===== src/rtl/assert_macros.svh =====
// ----------------------------------------------------------------------------
// assert_macros.svh
// Concurrent assertion wrappers shared by the RTL. Define ASSERT_OFF to
// compile them out.
// ----------------------------------------------------------------------------
`ifndef ASSERT_MACROS_SVH
`define ASSERT_MACROS_SVH

`ifndef ASSERT_OFF

// same-cycle implication, disabled in reset
`define ASSERT_IMPLY(lbl, clk, rst_n, ante, cons) \
	lbl: assert property (@(posedge clk) disable iff (!rst_n) (ante) |-> (cons)) \
		else $error("assertion violated");

// next-cycle implication, disabled in reset
`define ASSERT_NEXT(lbl, clk, rst_n, ante, cons) \
	lbl: assert property (@(posedge clk) disable iff (!rst_n) (ante) |=> (cons)) \
		else $error("assertion violated");

`else

`define ASSERT_IMPLY(lbl, clk, rst_n, ante, cons)
`define ASSERT_NEXT(lbl, clk, rst_n, ante, cons)

`endif

`endif


===== src/rtl/sps_pkg.sv =====
// ----------------------------------------------------------------------------
// sps_pkg
// Types, constants and the equal-tempered ratio table for the semitone
// phase increment scaler.
// ----------------------------------------------------------------------------
`default_nettype none

package sps_pkg;

	localparam int INC_W     = 32;
	localparam int RATIO_W   = 17;
	localparam int REM_W     = RATIO_W + 1;
	localparam int ADJ_W     = 18;
	localparam int OCT_MAX   = 10;   // most octaves an 8-bit interval can hold

	localparam logic [7:0]  SEMIS_PER_OCTAVE = 8'd12;
	// x / 12 == (x * 171) >> 11 for x <= 128
	localparam logic [15:0] SEMI_RECIP       = 16'd171;
	localparam int          SEMI_RECIP_SHIFT = 11;

	localparam logic signed [18:0] UNITY_Q16      = 19'sd65536;
	localparam logic signed [18:0] CENTS_STEP_Q16 = 19'sd38;

	// floor(2^48 / ratio); (inc * recip) >> 32 is the quotient or one below it
	localparam logic [63:0] RECIP_NUM = 64'd1 << 48;

	typedef enum logic [1:0] {
		TBL_NONE,
		TBL_MUL,
		TBL_DIV
	} tbl_op_t;

	typedef struct packed {
		logic [INC_W-1:0]   inc;
		tbl_op_t            op;
		logic [RATIO_W-1:0] ratio;
		logic [INC_W-1:0]   recip;
		logic [ADJ_W-1:0]   adj;
	} sps_item_t;

	function automatic logic [RATIO_W-1:0] ratio_q16(input logic [3:0] idx);
		logic [RATIO_W-1:0] r;
		unique case (idx)
			4'd1:    r = 17'd69433;
			4'd2:    r = 17'd73562;
			4'd3:    r = 17'd77936;
			4'd4:    r = 17'd82570;
			4'd5:    r = 17'd87480;
			4'd6:    r = 17'd92681;
			4'd7:    r = 17'd98193;
			4'd8:    r = 17'd104032;
			4'd9:    r = 17'd110218;
			4'd10:   r = 17'd116772;
			4'd11:   r = 17'd123715;
			default: r = 17'd65536;
		endcase
		return r;
	endfunction

	function automatic logic [INC_W-1:0] recip_q48(input logic [3:0] idx);
		logic [INC_W-1:0] r;
		unique case (idx)
			4'd1:    r = 32'(RECIP_NUM / 64'd69433);
			4'd2:    r = 32'(RECIP_NUM / 64'd73562);
			4'd3:    r = 32'(RECIP_NUM / 64'd77936);
			4'd4:    r = 32'(RECIP_NUM / 64'd82570);
			4'd5:    r = 32'(RECIP_NUM / 64'd87480);
			4'd6:    r = 32'(RECIP_NUM / 64'd92681);
			4'd7:    r = 32'(RECIP_NUM / 64'd98193);
			4'd8:    r = 32'(RECIP_NUM / 64'd104032);
			4'd9:    r = 32'(RECIP_NUM / 64'd110218);
			4'd10:   r = 32'(RECIP_NUM / 64'd116772);
			4'd11:   r = 32'(RECIP_NUM / 64'd123715);
			default: r = '0;   // unison never divides
		endcase
		return r;
	endfunction

endpackage

`default_nettype wire


===== src/rtl/semitone_phase_increment_scaler.sv =====
// ----------------------------------------------------------------------------
// semitone_phase_increment_scaler
// Retunes an oscillator phase increment by an interval in semitones and a
// detune in cents, using a Q16 equal-tempered ratio table.
//
//  channel | signals                                             | dir
//  --------+-----------------------------------------------------+-----
//  in      | in_valid, in_ready, root_increment,                 | in
//          | interval_semitones, detune_cents                    |
//  out     | out_valid, out_ready, scaled_increment              | out
//
// One transaction per clock while the output is not stalled; six register
// stages, two in sps_front and four here (s3, s4, s5 and the output).
// Downward semitones divide by a reciprocal multiply, a remainder and a
// one-step correction; every item passes all stages, so order holds.
// Reset clears the stage valid bits only.
// Each stage takes new data when it is empty or its successor moves, so
// bubbles close up under output backpressure.
// ----------------------------------------------------------------------------
`default_nettype none

module semitone_phase_increment_scaler (
	input  logic               clk,
	input  logic               arst_n,
	input  logic               in_valid,
	output logic               in_ready,
	input  logic [31:0]        root_increment,
	input  logic signed [7:0]  interval_semitones,
	input  logic signed [11:0] detune_cents,
	output logic               out_valid,
	input  logic               out_ready,
	output logic [31:0]        scaled_increment
);
	import sps_pkg::*;

	`include "assert_macros.svh"

	logic      front_valid;
	sps_item_t front_item;

	// stage 3: table multiply or quotient estimate
	logic               v_s3;
	logic [INC_W-1:0]   word_s3;
	logic [1:0]         lo_s3;
	logic [RATIO_W-1:0] ratio_s3;
	tbl_op_t            op_s3;
	logic [ADJ_W-1:0]   adj_s3;

	// stage 4: remainder left by the estimate
	logic               v_s4;
	logic [INC_W-1:0]   word_s4;
	logic [REM_W-1:0]   rem_s4;
	logic [RATIO_W-1:0] ratio_s4;
	tbl_op_t            op_s4;
	logic [ADJ_W-1:0]   adj_s4;

	// stage 5: corrected quotient
	logic               v_s5;
	logic [INC_W-1:0]   word_s5;
	logic [ADJ_W-1:0]   adj_s5;

	logic             out_valid_q;
	logic [INC_W-1:0] scaled_q;

	logic rdy_s3, rdy_s4, rdy_s5, rdy_out;

	logic [INC_W-1:0] mul_op;
	logic [63:0]      tbl_prod;
	logic [REM_W-1:0] rem_c;
	logic             fix_c;
	logic [49:0]      cents_prod;

	sps_front u_front (
		.clk                (clk),
		.arst_n             (arst_n),
		.in_valid           (in_valid),
		.in_ready           (in_ready),
		.root_increment     (root_increment),
		.interval_semitones (interval_semitones),
		.detune_cents       (detune_cents),
		.out_valid          (front_valid),
		.out_ready          (rdy_s3),
		.out_item           (front_item)
	);

	assign rdy_out = !out_valid_q || out_ready;
	assign rdy_s5  = !v_s5 || rdy_out;
	assign rdy_s4  = !v_s4 || rdy_s5;
	assign rdy_s3  = !v_s3 || rdy_s4;

	// one multiplier: ratio for up and unison (65536 passes through),
	// reciprocal for down
	assign mul_op   = (front_item.op == TBL_DIV) ? front_item.recip
	                                             : INC_W'(front_item.ratio);
	assign tbl_prod = 64'(front_item.inc) * 64'(mul_op);

	always_ff @(posedge clk or negedge arst_n) begin
		if (!arst_n) begin
			v_s3 <= 1'b0;
		end else if (rdy_s3) begin
			v_s3 <= front_valid;
		end
	end

	always_ff @(posedge clk) begin
		if (rdy_s3 && front_valid) begin
			lo_s3    <= front_item.inc[1:0];
			ratio_s3 <= front_item.ratio;
			op_s3    <= front_item.op;
			adj_s3   <= front_item.adj;
			case (front_item.op)
				TBL_DIV: word_s3 <= tbl_prod[63:32];
				default: word_s3 <= tbl_prod[47:16];
			endcase
		end
	end

	// remainder of (inc << 16) - q * ratio lies below 2 * ratio, so the low
	// bits are enough
	assign rem_c = {lo_s3, 16'd0} - REM_W'(word_s3) * REM_W'(ratio_s3);

	always_ff @(posedge clk or negedge arst_n) begin
		if (!arst_n) begin
			v_s4 <= 1'b0;
		end else if (rdy_s4) begin
			v_s4 <= v_s3;
		end
	end

	always_ff @(posedge clk) begin
		if (rdy_s4 && v_s3) begin
			word_s4  <= word_s3;
			rem_s4   <= (op_s3 == TBL_DIV) ? rem_c : '0;
			ratio_s4 <= ratio_s3;
			op_s4    <= op_s3;
			adj_s4   <= adj_s3;
		end
	end

	assign fix_c = (op_s4 == TBL_DIV) && (rem_s4 >= {1'b0, ratio_s4});

	always_ff @(posedge clk or negedge arst_n) begin
		if (!arst_n) begin
			v_s5 <= 1'b0;
		end else if (rdy_s5) begin
			v_s5 <= v_s4;
		end
	end

	always_ff @(posedge clk) begin
		if (rdy_s5 && v_s4) begin
			word_s5 <= word_s4 + INC_W'(fix_c);
			adj_s5  <= adj_s4;
		end
	end

	// cents: factor of unity (zero detune) passes the value through unchanged
	assign cents_prod = 50'(word_s5) * 50'(adj_s5);

	always_ff @(posedge clk or negedge arst_n) begin
		if (!arst_n) begin
			out_valid_q <= 1'b0;
		end else if (rdy_out) begin
			out_valid_q <= v_s5;
		end
	end

	always_ff @(posedge clk) begin
		if (rdy_out && v_s5) begin
			scaled_q <= cents_prod[47:16];
		end
	end

	assign out_valid        = out_valid_q;
	assign scaled_increment = scaled_q;

	`ASSERT_IMPLY(a_div_rem_bound, clk, arst_n,
		v_s4 && (op_s4 == TBL_DIV), rem_s4 < {ratio_s4, 1'b0})
	`ASSERT_IMPLY(a_nodiv_rem_zero, clk, arst_n,
		v_s4 && (op_s4 != TBL_DIV), rem_s4 == '0)
	`ASSERT_NEXT(a_tail_hold, clk, arst_n, v_s5 && !rdy_out,
		v_s5 && $stable(word_s5))
	`ASSERT_NEXT(a_out_hold, clk, arst_n, out_valid_q && !out_ready,
		out_valid_q && $stable(scaled_q))

endmodule

`default_nettype wire


===== src/rtl/sps_front.sv =====
// ----------------------------------------------------------------------------
// sps_front
// Two pipeline stages: interval decode and cents factor, then the octave
// shift with early stop and selection of the semitone table operation.
// ----------------------------------------------------------------------------
`default_nettype none

module sps_front (
	input  logic                    clk,
	input  logic                    arst_n,
	input  logic                    in_valid,
	output logic                    in_ready,
	input  logic [31:0]             root_increment,
	input  logic signed [7:0]       interval_semitones,
	input  logic signed [11:0]      detune_cents,
	output logic                    out_valid,
	input  logic                    out_ready,
	output sps_pkg::sps_item_t      out_item
);
	import sps_pkg::*;

	`include "assert_macros.svh"

	// stage 1
	logic             v_s1;
	logic [INC_W-1:0] inc_s1;
	logic             neg_s1;
	logic [3:0]       q_s1;
	logic [3:0]       r_s1;
	logic [ADJ_W-1:0] adj_s1;

	// stage 2
	logic      v_s2;
	sps_item_t item_s2;

	logic rdy_s1, rdy_s2;

	logic [7:0]              mag;
	logic [15:0]             q_prod;
	logic [3:0]              q_c;
	logic [7:0]              r_full;
	logic signed [18:0]      adj_sum;
	logic [ADJ_W-1:0]        adj_c;

	logic [3:0]       t_c;
	logic             early_c;
	logic [INC_W-1:0] shifted_c;
	tbl_op_t          op_c;

	assign rdy_s2   = !v_s2 || out_ready;
	assign rdy_s1   = !v_s1 || rdy_s2;
	assign in_ready = rdy_s1;

	// interval magnitude split into octaves and semitones
	always_comb begin
		mag     = interval_semitones[7] ? 8'(~interval_semitones + 8'sd1)
		                                : 8'(interval_semitones);
		q_prod  = 16'(mag) * SEMI_RECIP;
		q_c     = q_prod[SEMI_RECIP_SHIFT+3:SEMI_RECIP_SHIFT];
		r_full  = mag - 8'({4'd0, q_c}) * SEMIS_PER_OCTAVE;
		adj_sum = UNITY_Q16 + 19'(detune_cents) * CENTS_STEP_Q16;
		if (adj_sum < 19'sd1) begin
			adj_c = ADJ_W'(1);
		end else begin
			adj_c = adj_sum[ADJ_W-1:0];
		end
	end

	always_ff @(posedge clk or negedge arst_n) begin
		if (!arst_n) begin
			v_s1 <= 1'b0;
		end else if (rdy_s1) begin
			v_s1 <= in_valid;
		end
	end

	always_ff @(posedge clk) begin
		if (rdy_s1 && in_valid) begin
			inc_s1 <= root_increment;
			neg_s1 <= interval_semitones[7];
			q_s1   <= q_c;
			r_s1   <= r_full[3:0];
			adj_s1 <= adj_c;
		end
	end

	// octave up stops at the first shift that sets bit 31
	always_comb begin
		t_c = q_s1;
		if (!neg_s1) begin
			for (int j = OCT_MAX; j >= 1; j--) begin
				if ((4'(j) <= q_s1) && inc_s1[INC_W-1-j]) begin
					t_c = 4'(j);
				end
			end
		end
		early_c   = (t_c != q_s1);
		shifted_c = neg_s1 ? (inc_s1 >> q_s1) : (inc_s1 << t_c);
		if (early_c || (r_s1 == 4'd0)) begin
			op_c = TBL_NONE;
		end else if (neg_s1) begin
			op_c = TBL_DIV;
		end else begin
			op_c = TBL_MUL;
		end
	end

	always_ff @(posedge clk or negedge arst_n) begin
		if (!arst_n) begin
			v_s2 <= 1'b0;
		end else if (rdy_s2) begin
			v_s2 <= v_s1;
		end
	end

	always_ff @(posedge clk) begin
		if (rdy_s2 && v_s1) begin
			item_s2.inc   <= shifted_c;
			item_s2.op    <= op_c;
			item_s2.ratio <= (op_c == TBL_NONE) ? ratio_q16(4'd0) : ratio_q16(r_s1);
			item_s2.recip <= (op_c == TBL_DIV) ? recip_q48(r_s1) : '0;
			item_s2.adj   <= adj_s1;
		end
	end

	assign out_valid = v_s2;
	assign out_item  = item_s2;

	`ASSERT_IMPLY(a_adj_nonzero, clk, arst_n, v_s1, adj_s1 != '0)
	`ASSERT_IMPLY(a_rem_range, clk, arst_n, v_s1, r_s1 < 4'(SEMIS_PER_OCTAVE))
	`ASSERT_IMPLY(a_unity_none, clk, arst_n,
		v_s2 && (item_s2.op == TBL_NONE), item_s2.ratio == ratio_q16(4'd0))

endmodule

`default_nettype wire

===== config.mk =====
export PLATFORM = sky130hd
export DESIGN_NAME = semitone_phase_increment_scaler
export DESIGN_NICKNAME = d
export VERILOG_FILES = /design/src/rtl/sps_pkg.sv /design/src/rtl/semitone_phase_increment_scaler.sv /design/src/rtl/sps_front.sv
export VERILOG_INCLUDE_DIRS = /design/src /design/src/rtl
export SDC_FILE = /design/constraint.sdc
export NUM_CORES = 2
export LEC_CHECK = 0
export BUFFER_PORTS_ARGS = -buffer_cell sky130_fd_sc_hd__buf_2
export CORE_UTILIZATION = 35
export CTS_CLUSTER_DIAMETER = 150
export CTS_CLUSTER_SIZE = 30
export DETAILED_ROUTE_END_ITERATION = 8
export SLEW_MARGIN = 40
export SYNTH_ARGS = -nofsm -noshare
export SYNTH_HDL_FRONTEND = slang
export SYNTH_SLANG_ARGS = --single-unit

===== constraint.sdc =====
create_clock -name clk -period 13.5 [get_ports clk]
set_clock_uncertainty 0.2 [all_clocks]
set_input_delay 1.35 -clock clk [delete_from_list [all_inputs] [get_ports clk]]
set_output_delay 1.35 -clock clk [all_outputs]
set_load 0.005 [all_outputs]

# Yosys cells after proc, flatten, opt, wreduce, memory -nomap -nowiden
# Memory sizes are Yosys's and may differ from the RTL's. A register that Yosys moved wholly into a read port is not among the register bits.
# Cells that the tools add are included.
# totals
elab_cells	111
out_inout_bits	34
romBits	768
memories	2
ram_bits	0
ff_bits	374
inputBits	56
latchBits	0
# memory_table
name	depth	word_bits	read_ports	rd_clocked_by_memory_dff	wr	line_no	source
(name not given)	16	32	1	1	0	sps_pkg.sv:62	unique case (idx)
(name not given)	16	16	1	1	0	sps_pkg.sv:43	unique case (idx)
# op_classes
bitwise_logic	1
n_reduce_logical	33
div	0
muxes	17
add_sub_neg	5
shifts	2
n_lt_le_gt_ge	12
eq_ne	5
n_mul	6
# ops
cell	n
$mux W32	3
$mul A32 B32 Y64	1
$mul A32 B18 Y48	1
$mux W4	11
$add A32 B1 Y32	1
$shl A32 B4 Y32	1
$shr A32 B4 Y32	1
$add A18 B19 Y19 const A	1
$lt A19 B2 Y1 const B	1
$ge A18 B17 Y1	1
$mul A12 B6 Y18 const B	1
$mul A18 B17 Y18	1
$sub A18 B18 Y18	1
$logic_and A1 B1 Y1	17
$le A3 B4 Y1 const A	4
$mul A8 B8 Y15 const B	1
$le A4 B4 Y1 const A	3
$add A8 B2 Y8 const B	1
$eq A2 B2 Y1 const B	4
$le A2 B4 Y1 const A	2
$mux W8	1
$not A8 Y8	1
$logic_not A1 Y1	7
$logic_or A1 B1 Y1	7
other kinds (7)	8

# Longest topological paths before layout
# depth
word_depth	18
ltp_mapped	33

# Cells and area by module
# Synthesis repeated with hierarchy kept, for this count alone.
# unflattened
hier_cells	7825
area_unflattened_um2	75696.3
# modules_own_cells
mod	area_each_um2	cells_per_inst	instances
semitone_phase_increment_scaler	64114.0	6719	1
sps_front	11582.4	1106	1

# Worst setup path before layout
# OpenSTA, ideal clock, no wires.
# synth_path
path_type	register -> register
startpoint	reg u_front.item_s2, in the netlist u_front.out_item[68]
endpoint	reg word_s3[30] (data pin)
path_buffers	5
t_required_ps	13030
path_slack_ps	5268
arrival_time_ps	7762
stages_incl_launch_ff	31
cell_sequence	edfxtp_1 nor2b_1 buf_2 clkbuf_1 clkbuf_1 clkbuf_1 and3_1 fa_1 inv_1 fa_1 inv_1 fa_1 inv_1 fa_1 inv_1 fa_1 fa_1 fa_1 fa_1 ha_1 buf_2 a21o_1 a21oi_1 nor2_1 nor3_1 a311o_1 o41ai_2 nand3_1 o311ai_1 xnor2_1 o21ai_0
# synth_via
elab_chain_cells	4
# synth_lines
item	line_no	source
from (decl)	sps_front.sv:34	sps_item_t item_s2;
$eq A2 B2 Y1 (*)	semitone_phase_increment_scaler.sv:93, semitone_phase_increment_scaler.sv:111	
$mux W32	semitone_phase_increment_scaler.sv:93	assign mul_op = (front_item.op == TBL_DIV) ? front_item.recip
$mul A32 B32 Y64	semitone_phase_increment_scaler.sv:95	assign tbl_prod = 64'(front_item.inc) * 64'(mul_op);
$mux W32 (*)	semitone_phase_increment_scaler.sv:111	case (front_item.op)
to (signal assigned)	semitone_phase_increment_scaler.sv:112	TBL_DIV: word_s3 <= tbl_prod[63:32];
to (signal assigned)	semitone_phase_increment_scaler.sv:113	default: word_s3 <= tbl_prod[47:16];
to (decl)	semitone_phase_increment_scaler.sv:43	logic [INC_W-1:0] word_s3;
# Every way passes the cells marked *; elsewhere a longest branch is shown, timed or not.
# A chain may end at the register's enable or synchronous reset.

# Final worst setup path
# layout_path
startpoint	reg u_front.item_s2, in the netlist u_front.out_item[67]
endpoint	reg word_s3[20] (data pin)
# The elaborated chain is that of the path after synthesis.

==> summary.txt <==
Status = finished, final reports clean
CP max FO = 96
Setup Crit Path Kind = reg2reg
Mapped Area = 75,380 µm²
TritonCTS clock tree = built
H-tree levels = 1
Max Cap Viol = 0
Number of global-route vias before repair = 57,810
CTS max path bufs = 3
Final Non-Filler Cells = 10,390
Top-level I/O count = 90
R2R Path Start = u_front.out_item[67]$_DFFE_PP_
Hpwl dp = 161.8 mm
Reg2Reg Depth = 30
Drt drc = 0
FMAX = 103.1 MHz
Required time of the critical path = 13.68 ns
Netlist cell types = 84
DR iter-0 viols = 4,307
Total die area = 217,200 µm²
Final Hold Viols = 0
Initial Utilization = 0.3537
WHS Endpoint = adj_s4[17]$_DFFE_PP_
Main flop type after synthesis = edfxtp_1
Final ANT Viol Nets = 0
Class of the worst hold path = reg2reg
DR WL/cell = 20.69 µm
Initial antenna violation count = 9
Syn nets = 9,882
R2r setup slk = 3.80 ns
Seq/Total Area, Yosys = 0.1601
Post-synth EDFFs = 397
Clock Pin Slew Worst Setup and Hold Paths = 0.12 ns
Avg Cell Area, Syn = 9.688 µm²
Setup TNS = 0 ns
Clock Sinks = 403
Ys async rst share = 0.01489
Synth warn = 0
Final WL = 215.0 mm
Total GRT Usage = 0.2006
Most common cell on crit path = fa_1
Via count = 53,340
GR Overflow Total = 0
Count of cells resized by post-cts repair = 0
CTS root buffer = clkbuf_16
CP max stage delay = 0.65 ns
Placed cell count = 10,350
Worst slew margin = 0.4010
RSZ-0062 raised after global routing = no
Fraction of layout cells with a size suffix above 1 = 0.04294
Final period utilization = 0.7183
Port bufs = 89
Row count = 169
Worst setup SP type = register
Critical path capture point type = register
DR pass1 iterations = 7
Vias per inst = 5.133
Slew Limit Fails = 0
Hold Path Stages = 0
Largest net degree at the start of global routing = 97
Die H = 466.1 µm
Placeable core area = 213,100 µm²
Mapped Cells = 7,781
Final instance area = 79,260 µm²
CTS Buf Count = 19
Post-CTS Hold Fix Bufs = 0
First-pass GRT wire length = 338.3 mm
Die X = 466.1 µm
Critical path's slowest cell = buf_4
Gpl congestion = 0.8963
Final Setup Violations = 0
Nets = 9,660
Placed cell area = 78,570 µm²
FF+latch count, synth = 403
Worst reg2reg path endpoint = word_s3[20]$_DFFE_PP_
Synth-to-Final Area Change = 5.147%
Clk_lat worst skew = 0.61 ns
Hold wc startpoint = adj_s3[17]$_DFFE_PP_
Post-CTS Setup Bufs = 0
Worst endpoint data arrival time = 9.88 ns
Actual slew at the worst max-slew pin = 0.8986 ns
Fin crit period = 9.697 ns
==> kinds of logic after synthesis <==
family | share of synthesized area
simple gates | 0.1574
fa+ha+maj | 0.4889
buf+inv | 0.1008
compound gates | 0.04669
flops | 0.1601
xor+xnor | 0.02138
mux | 0.02466
==> cell usage after synthesis (all sizes together), types with 7 or more instances <==
library cell	count	area [µm²]
nand4	32	200.2
nand3	49	245.2
nor2b	119	744.5
nand2b	21	131.4
and4	14	122.6
nand2	1161	4358
o21a	19	142.6
inv	1561	5859
mux4	21	473.0
ha	544	6807
a211oi	28	210.2
clkbuf	411	1543
or3	11	73.82
edfxtp	397	11920
a21o	80	600.6
xor2	52	455.4
o21ai	102	510.5
xnor2	132	1156
fa	1501	30050
nor2	187	701.9
mux2i	110	1101
o21bai	15	112.6
a221oi	9	85.08
nor4	11	83.83
o211ai	11	82.58
a31oi	22	152.7
nor3	39	195.2
and2	537	3359
or2	7	43.79
a21oi	174	882.1
buf	37	193.9
mux2	25	285.3
and3	237	1483
o31ai	11	82.58
==> worst max-delay path: cells and delay by family, from the launching register on <==
kind                     cells  cell delay [ns]
XOR/XNOR                     1             0.14
multiplexers                 1             0.27
adder cells (fa/ha/maj)      9             4.25
AO/OA/AOI/OAI                6             1.43
AND/OR/NAND/NOR              6             1.29
flip-flops                   1             0.46
buffers and inverters        7             1.32
==> layer usage <==
metal,vias up,GRT usage,part of all wire
met5,-,0,0
met4,0,0.07561,0.044
met3,407,0.02719,0.070
met2,2041,0.3352,0.47
met1,27560,0.2638,0.41
li1,23340,-,-
==> registers in the layout (all words and copies together), names as in the netlist, 18 cells and up <==
signal and cells:
adj_s4 18, adj_s3 18, rem_s4 18, scaled_increment 32, adj_s5 18, u_front.adj_s1 18
word_s5 32, u_front.inc_s1 32, u_front.out_item 100, word_s4 32, word_s3 32
==> how the worst max path moves through the flow <==
stage,start,end,cells after the start
finish,u_front.out_item[67]$_DFFE_PP_,word_s3[20]$_DFFE_PP_,30
CTS,u_front.out_item[67]$_DFFE_PP_,word_s3[30]$_DFFE_PP_,27
global route,u_front.out_item[67]$_DFFE_PP_,word_s3[20]$_DFFE_PP_,28
floorplan,u_front.out_item[68]$_DFFE_PP_,word_s3[30]$_DFFE_PP_,30
detailed placement,u_front.out_item[67]$_DFFE_PP_,word_s3[30]$_DFFE_PP_,27
global placement,u_front.out_item[67]$_DFFE_PP_,word_s3[30]$_DFFE_PP_,27
==> cell usage in the layout, fill, tap and decap left out, types with 100 or more instances in the layout <==
| cell | netlist | final |
|---|---|---|
| a21oi_1 | 171 | 171 |
| and2_1 | 533 | 526 |
| and3_1 | 237 | 237 |
| buf_4 | 6 | 100 |
| edfxtp_1 | 397 | 397 |
| fa_1 | 1501 | 1501 |
| ha_1 | 544 | 544 |
| inv_1 | 1558 | 1557 |
| mux2i_1 | 110 | 107 |
| nand2_1 | 1161 | 1161 |
| nor2_1 | 187 | 186 |
| nor2b_1 | 119 | 117 |
| xnor2_1 | 132 | 132 |
==> final cells by class <==
| type | count | area [µm²] |
|---|---|---|
| Clock buffer | 25 | 498.0 |
| Antenna cell | 2 | 5.005 |
| Sequential cell | 403 | 12070 |
| Tap cell | 2821 | 3530 |
| Multi-Input combinational cell | 5369 | 55820 |
| Clock inverter | 6 | 98.84 |
| Fill cell | 21330 | 133900 |
| Inverter | 1561 | 5859 |
| Timing Repair Buffer | 205 | 1384 |
==> per-stage QoR <==
step / hold WS (ns) / util / setup slack (ns)
final: 0.2142 / 0.3719 / 3.803
after global routing: 0.2275 / 0.3718 / 3.420
after CTS: 0.2096 / 0.3714 / 3.905
after detailed placement: 0.2045 / 0.3686 / 3.873
after global placement: 0.2012 / 0.3683 / 3.970
after floorplan: 0.2003 / - / 5.268
Power is left out: the tool's default activity adds up to more than one toggle a clock period on the data nets, which glitch-free logic cannot reach.
